$ cat config.mk
export PLATFORM = sky130hd
export DESIGN_NAME = amb_queue
export DESIGN_NICKNAME = d
export VERILOG_FILES = /design/src/rtl/amb_queue.sv
export SDC_FILE = /design/constraint.sdc
export NUM_CORES = 1
export LEC_CHECK = 0
export BUFFER_PORTS_ARGS = -buffer_cell sky130_fd_sc_hd__buf_2
export CORE_MARGIN = 5
export CORE_UTILIZATION = 34
export CTS_CLUSTER_DIAMETER = 200
export DETAILED_ROUTE_END_ITERATION = 7
export SETUP_SLACK_MARGIN = 0.2
export SYNTH_ARGS = -nofsm -noshare
export SYNTH_HDL_FRONTEND = slang
export SYNTH_SLANG_ARGS = --single-unit
$ cat constraint.sdc
create_clock -name clk -period 3 [get_ports clk]
set_input_delay 0.6 -clock clk [delete_from_list [all_inputs] [get_ports clk]]
set_output_delay 0.6 -clock clk [all_outputs]
set_load 0.02 [all_outputs]
$ cat src/rtl/amb_queue.sv
// Small register queue that decouples the front end from the column back end.
// Depends on nothing; the writer never pushes into a full queue.
module amb_queue #(
  parameter int W     = 8,
  parameter int DEPTH = 4
) (
  input  logic         clk,
  input  logic         rst,
  input  logic         push,
  input  logic [W-1:0] wdata,
  input  logic         pop,
  output logic [W-1:0] rdata,
  output logic         empty
);

  localparam int AW = $clog2(DEPTH);
  localparam int CW = $clog2(DEPTH + 1);

  logic [W-1:0]  mem [DEPTH];
  logic [AW-1:0] wp;
  logic [AW-1:0] rp;
  logic [CW-1:0] cnt;

  assign empty = (cnt == '0);
  assign rdata = mem[rp];

  // Pointers and fill count.
  always_ff @(posedge clk) begin
    if (rst) begin
      wp  <= '0;
      rp  <= '0;
      cnt <= '0;
    end else begin
      if (push) begin
        wp <= (wp == AW'(DEPTH - 1)) ? '0 : wp + 1'b1;
      end
      if (pop) begin
        rp <= (rp == AW'(DEPTH - 1)) ? '0 : rp + 1'b1;
      end
      if (push && !pop) begin
        cnt <= cnt + 1'b1;
      end else if (pop && !push) begin
        cnt <= cnt - 1'b1;
      end
    end
  end

  // Storage.
  always_ff @(posedge clk) begin
    if (push) begin
      mem[wp] <= wdata;
    end
  end

endmodule

==> results_dict.tcl <==
set metrics [dict create \
    status "completed" \
    dpl.cell_count 155 \
    post_cts_buffers 0 \
    p_comb_share_pct 10.7 \
    row_count 24 \
    grt_pass1_vias 891 \
    globalRouteOverflowTotal 0 \
    syn-instance-count 85 \
    drtIter0Drc 29 \
    post_synth_most_frequent_cells "edfxtp_1 (32), dfxtp_1 (9), mux4_2 (8)" \
    skew_ns 0.006208 \
    cts_tree "yes" \
    maxCapViolCount 0 \
    die_h_um 78.39 \
    p_clk_share_pct 36.7 \
    yosysSeqAreaShare_pct 71.75 \
    post_cts_resized 0 \
    endpoint_kind "output port" \
    drc_errors 0 \
    layout-drive-gt1-share_pct 32.43 \
    crit_arrival_ns 1.73 \
    antenna-diode-count 0 \
    hpwl_um 1840 \
    rsz0062_at_grt "no" \
    port_buffers 20 \
    synth_edf_count 32 \
    max-slew-margin-rel_pct 62.86 \
    ys_types 17 \
    synth_area_um2 1590 \
    synthToLayoutAreaGrowth_pct 17.39 \
    powerDensity_nw_per_um2 679.9 \
    synth.top_cell.area_share_pct 60.42 \
    async_flop_share_pct 0 \
    p_switching_w 0.0002946 \
    fin_cells 163 \
    wl_per_cell_um 16.07 \
    syn_avg_cell_area_um2 18.71 \
    hold_path_class "register to register" \
    finalNetCount 129 \
    synth_nets 104 \
    multiInputGateArea_um2 417.9 \
    drv_slew 0 \
    path_cells "mux4_2, buf_2" \
    grt_max_degree 15 \
    path_clk_slew_ns 0.08 \
    drt-total-wl_um 2620 \
    peakVddDrop_mv 0.2507 \
    grt_pass1_wl_um 4498 \
    critPathMaxStageDelay_ns 0.68 \
    critPathLaunchType "register" \
    worst_pin_slew_ns 0.5564 \
    dr.pass1.iters 4 \
    p_seq_share_pct 52.6 \
    seq_area_um2 1141 \
    antenna_found_initial 0 \
    switching_share_pct 23.21 \
    cts_sinks 41 \
    fin_crit_ns 2.328 \
    final_cell_area_um2 1867 \
    p_leak_nw 0.6917 \
    yosysTopAreaCell "edfxtp_1" \
    internal-power_w 0.0009745 \
    fillers 407 \
    dpl_cell_area_um2 1739 \
    gp_congestion 0.6827 \
    dr_total_vias 766 \
    drt-vias-per-instance 4.699 \
    track_usage_pct 9.802 \
    cts_root_buffer "clkbuf_8" \
    cp_slowest_cell "dfxtp_1" \
    holdBufCountCts 0 \
    worstSetupPathType "register to output port" \
    ys_top_cells_by_area "edfxtp_1 (60%), dfxtp_1 (11%), mux4_2 (11%), ha_1 (4.7%), mux2i_1 (2.5%)" \
    initial_core_util_pct 35.78 \
    ios 21 \
    cp_max_fo 8 \
    htreeDepth 2 \
    cts_made_buffers 5 \
    timing.final.crit_share_pct 77.62 \
    max_freq_mhz 429.5 \
    die_x_um 78.39 \
    ys.warnings.count 0 \
    yosysMostFrequentCell "edfxtp_1" \
    drt.antenna.violating_nets 0 \
    die-area_um2 6145 \
    cts_max_path_buffers 2 \
    core_area_um2 4444 \
    hold_viol_final 0 \
    setup_tns_ns 0 \
    ys_seq_elements 41 \
    final-setup-viol-count 0 \
    synth_ff_type "edfxtp_1" \
    clk_latency_ns 0.30 \
    critical_path_required_ns 2.40 \
]
-- layout make-up --
cell class	count	area share, %
multi-input cells	38	22.39
clock buffers	7	6.367
inverters	4	0.8043
well taps	52	3.485
repair buffers	20	5.362
clock inverters	1	0.4692
flip-flops and latches	41	61.13
-- power by group through the flow --
stage	logic, W	clock network, W	registers [W]
floorplan	0.000101	0	0.000670
CTS	0.000139	0.000481	0.000670
global placement	0.000132	0	0.000681
finish	0.000135	0.000466	0.000668
detailed placement	0.000138	0	0.000683
global route	0.000152	0.000509	0.000674
-- logic make-up (layout without fill, tap and decap cells) --
family                   Yosys count  after routing  share of synthesized area (%)
AO/OA/AOI/OAI                      3              3                         0.9439
adder cells (fa/ha/maj)            7              7                          5.979
AND/OR/NAND/NOR                   14             14                          4.406
flip-flops                        41             41                          71.75
buffers and inverters              6             32                          1.966
XOR/XNOR                           2              2                          1.102
multiplexers                      12             12                          13.85
-- cell usage in the layout (no fill, tap or decap), drive strengths merged --
master / netlist / layout
buf: 1 / 20
xor2: 2 / 2
and2: 4 / 4
or3: 1 / 1
nor3: 1 / 1
dfxtp: 9 / 9
mux4: 8 / 8
inv: 4 / 5
clkbuf: 1 / 7
o21ai: 1 / 1
nor2: 7 / 7
edfxtp: 32 / 32
a21oi: 2 / 2
mux2i: 4 / 4
nor3b: 1 / 1
fa: 1 / 1
ha: 6 / 6
-- stage by stage --
step / hold slack [ns] / worst slack (ns) / power [W] / util (%)
after CTS: 0.5027 / 0.6134 / 0.001290 / 42.00
after floorplan: 0.4522 / 1.138 / 0.0007709 / -
final: 0.4972 / 0.6715 / 0.001269 / 42.00
after global placement: 0.4801 / 0.9354 / 0.0008126 / 39.13
after global routing: 0.5090 / 0.5142 / 0.001336 / 42.00
after detailed placement: 0.4937 / 0.8824 / 0.0008206 / 39.13
-- worst max-delay path, delay by kind of cell (launching register included) --
kind / cells / cell delay [ns]
muxes: 1 / 0.58
DFF: 1 / 0.68
buffers and inverters: 1 / 0.17
-- layer usage --
| layer | global-route usage (%) | vias up | wire length, um |
|---|---|---|---|
| met5 | 0 | - | 0 |
| met4 | 3.671 | 0 | 41 |
| met3 | 4.233 | 6 | 174 |
| met2 | 15.33 | 21 | 1227 |
| met1 | 12.09 | 370 | 1177 |
| li1 | - | 369 | - |
-- state kept, by name, summed over array words and instances (netlist names), named ones only --
register and count:
cnt 3, mem 32, rp 2, wp 2
-- worst paths after layout --
path,slack [ns],endpoint,start,cells past startpoint
worst max register to register,1.55,cnt[2],cnt[0],4
worst min register to register,0.50,cnt[2],cnt[2],2
worst max-delay path,0.67,rdata[6],register,2
worst min-delay path,0.50,cnt[2],cnt[2],2
(Power assumes the default switching activity.)
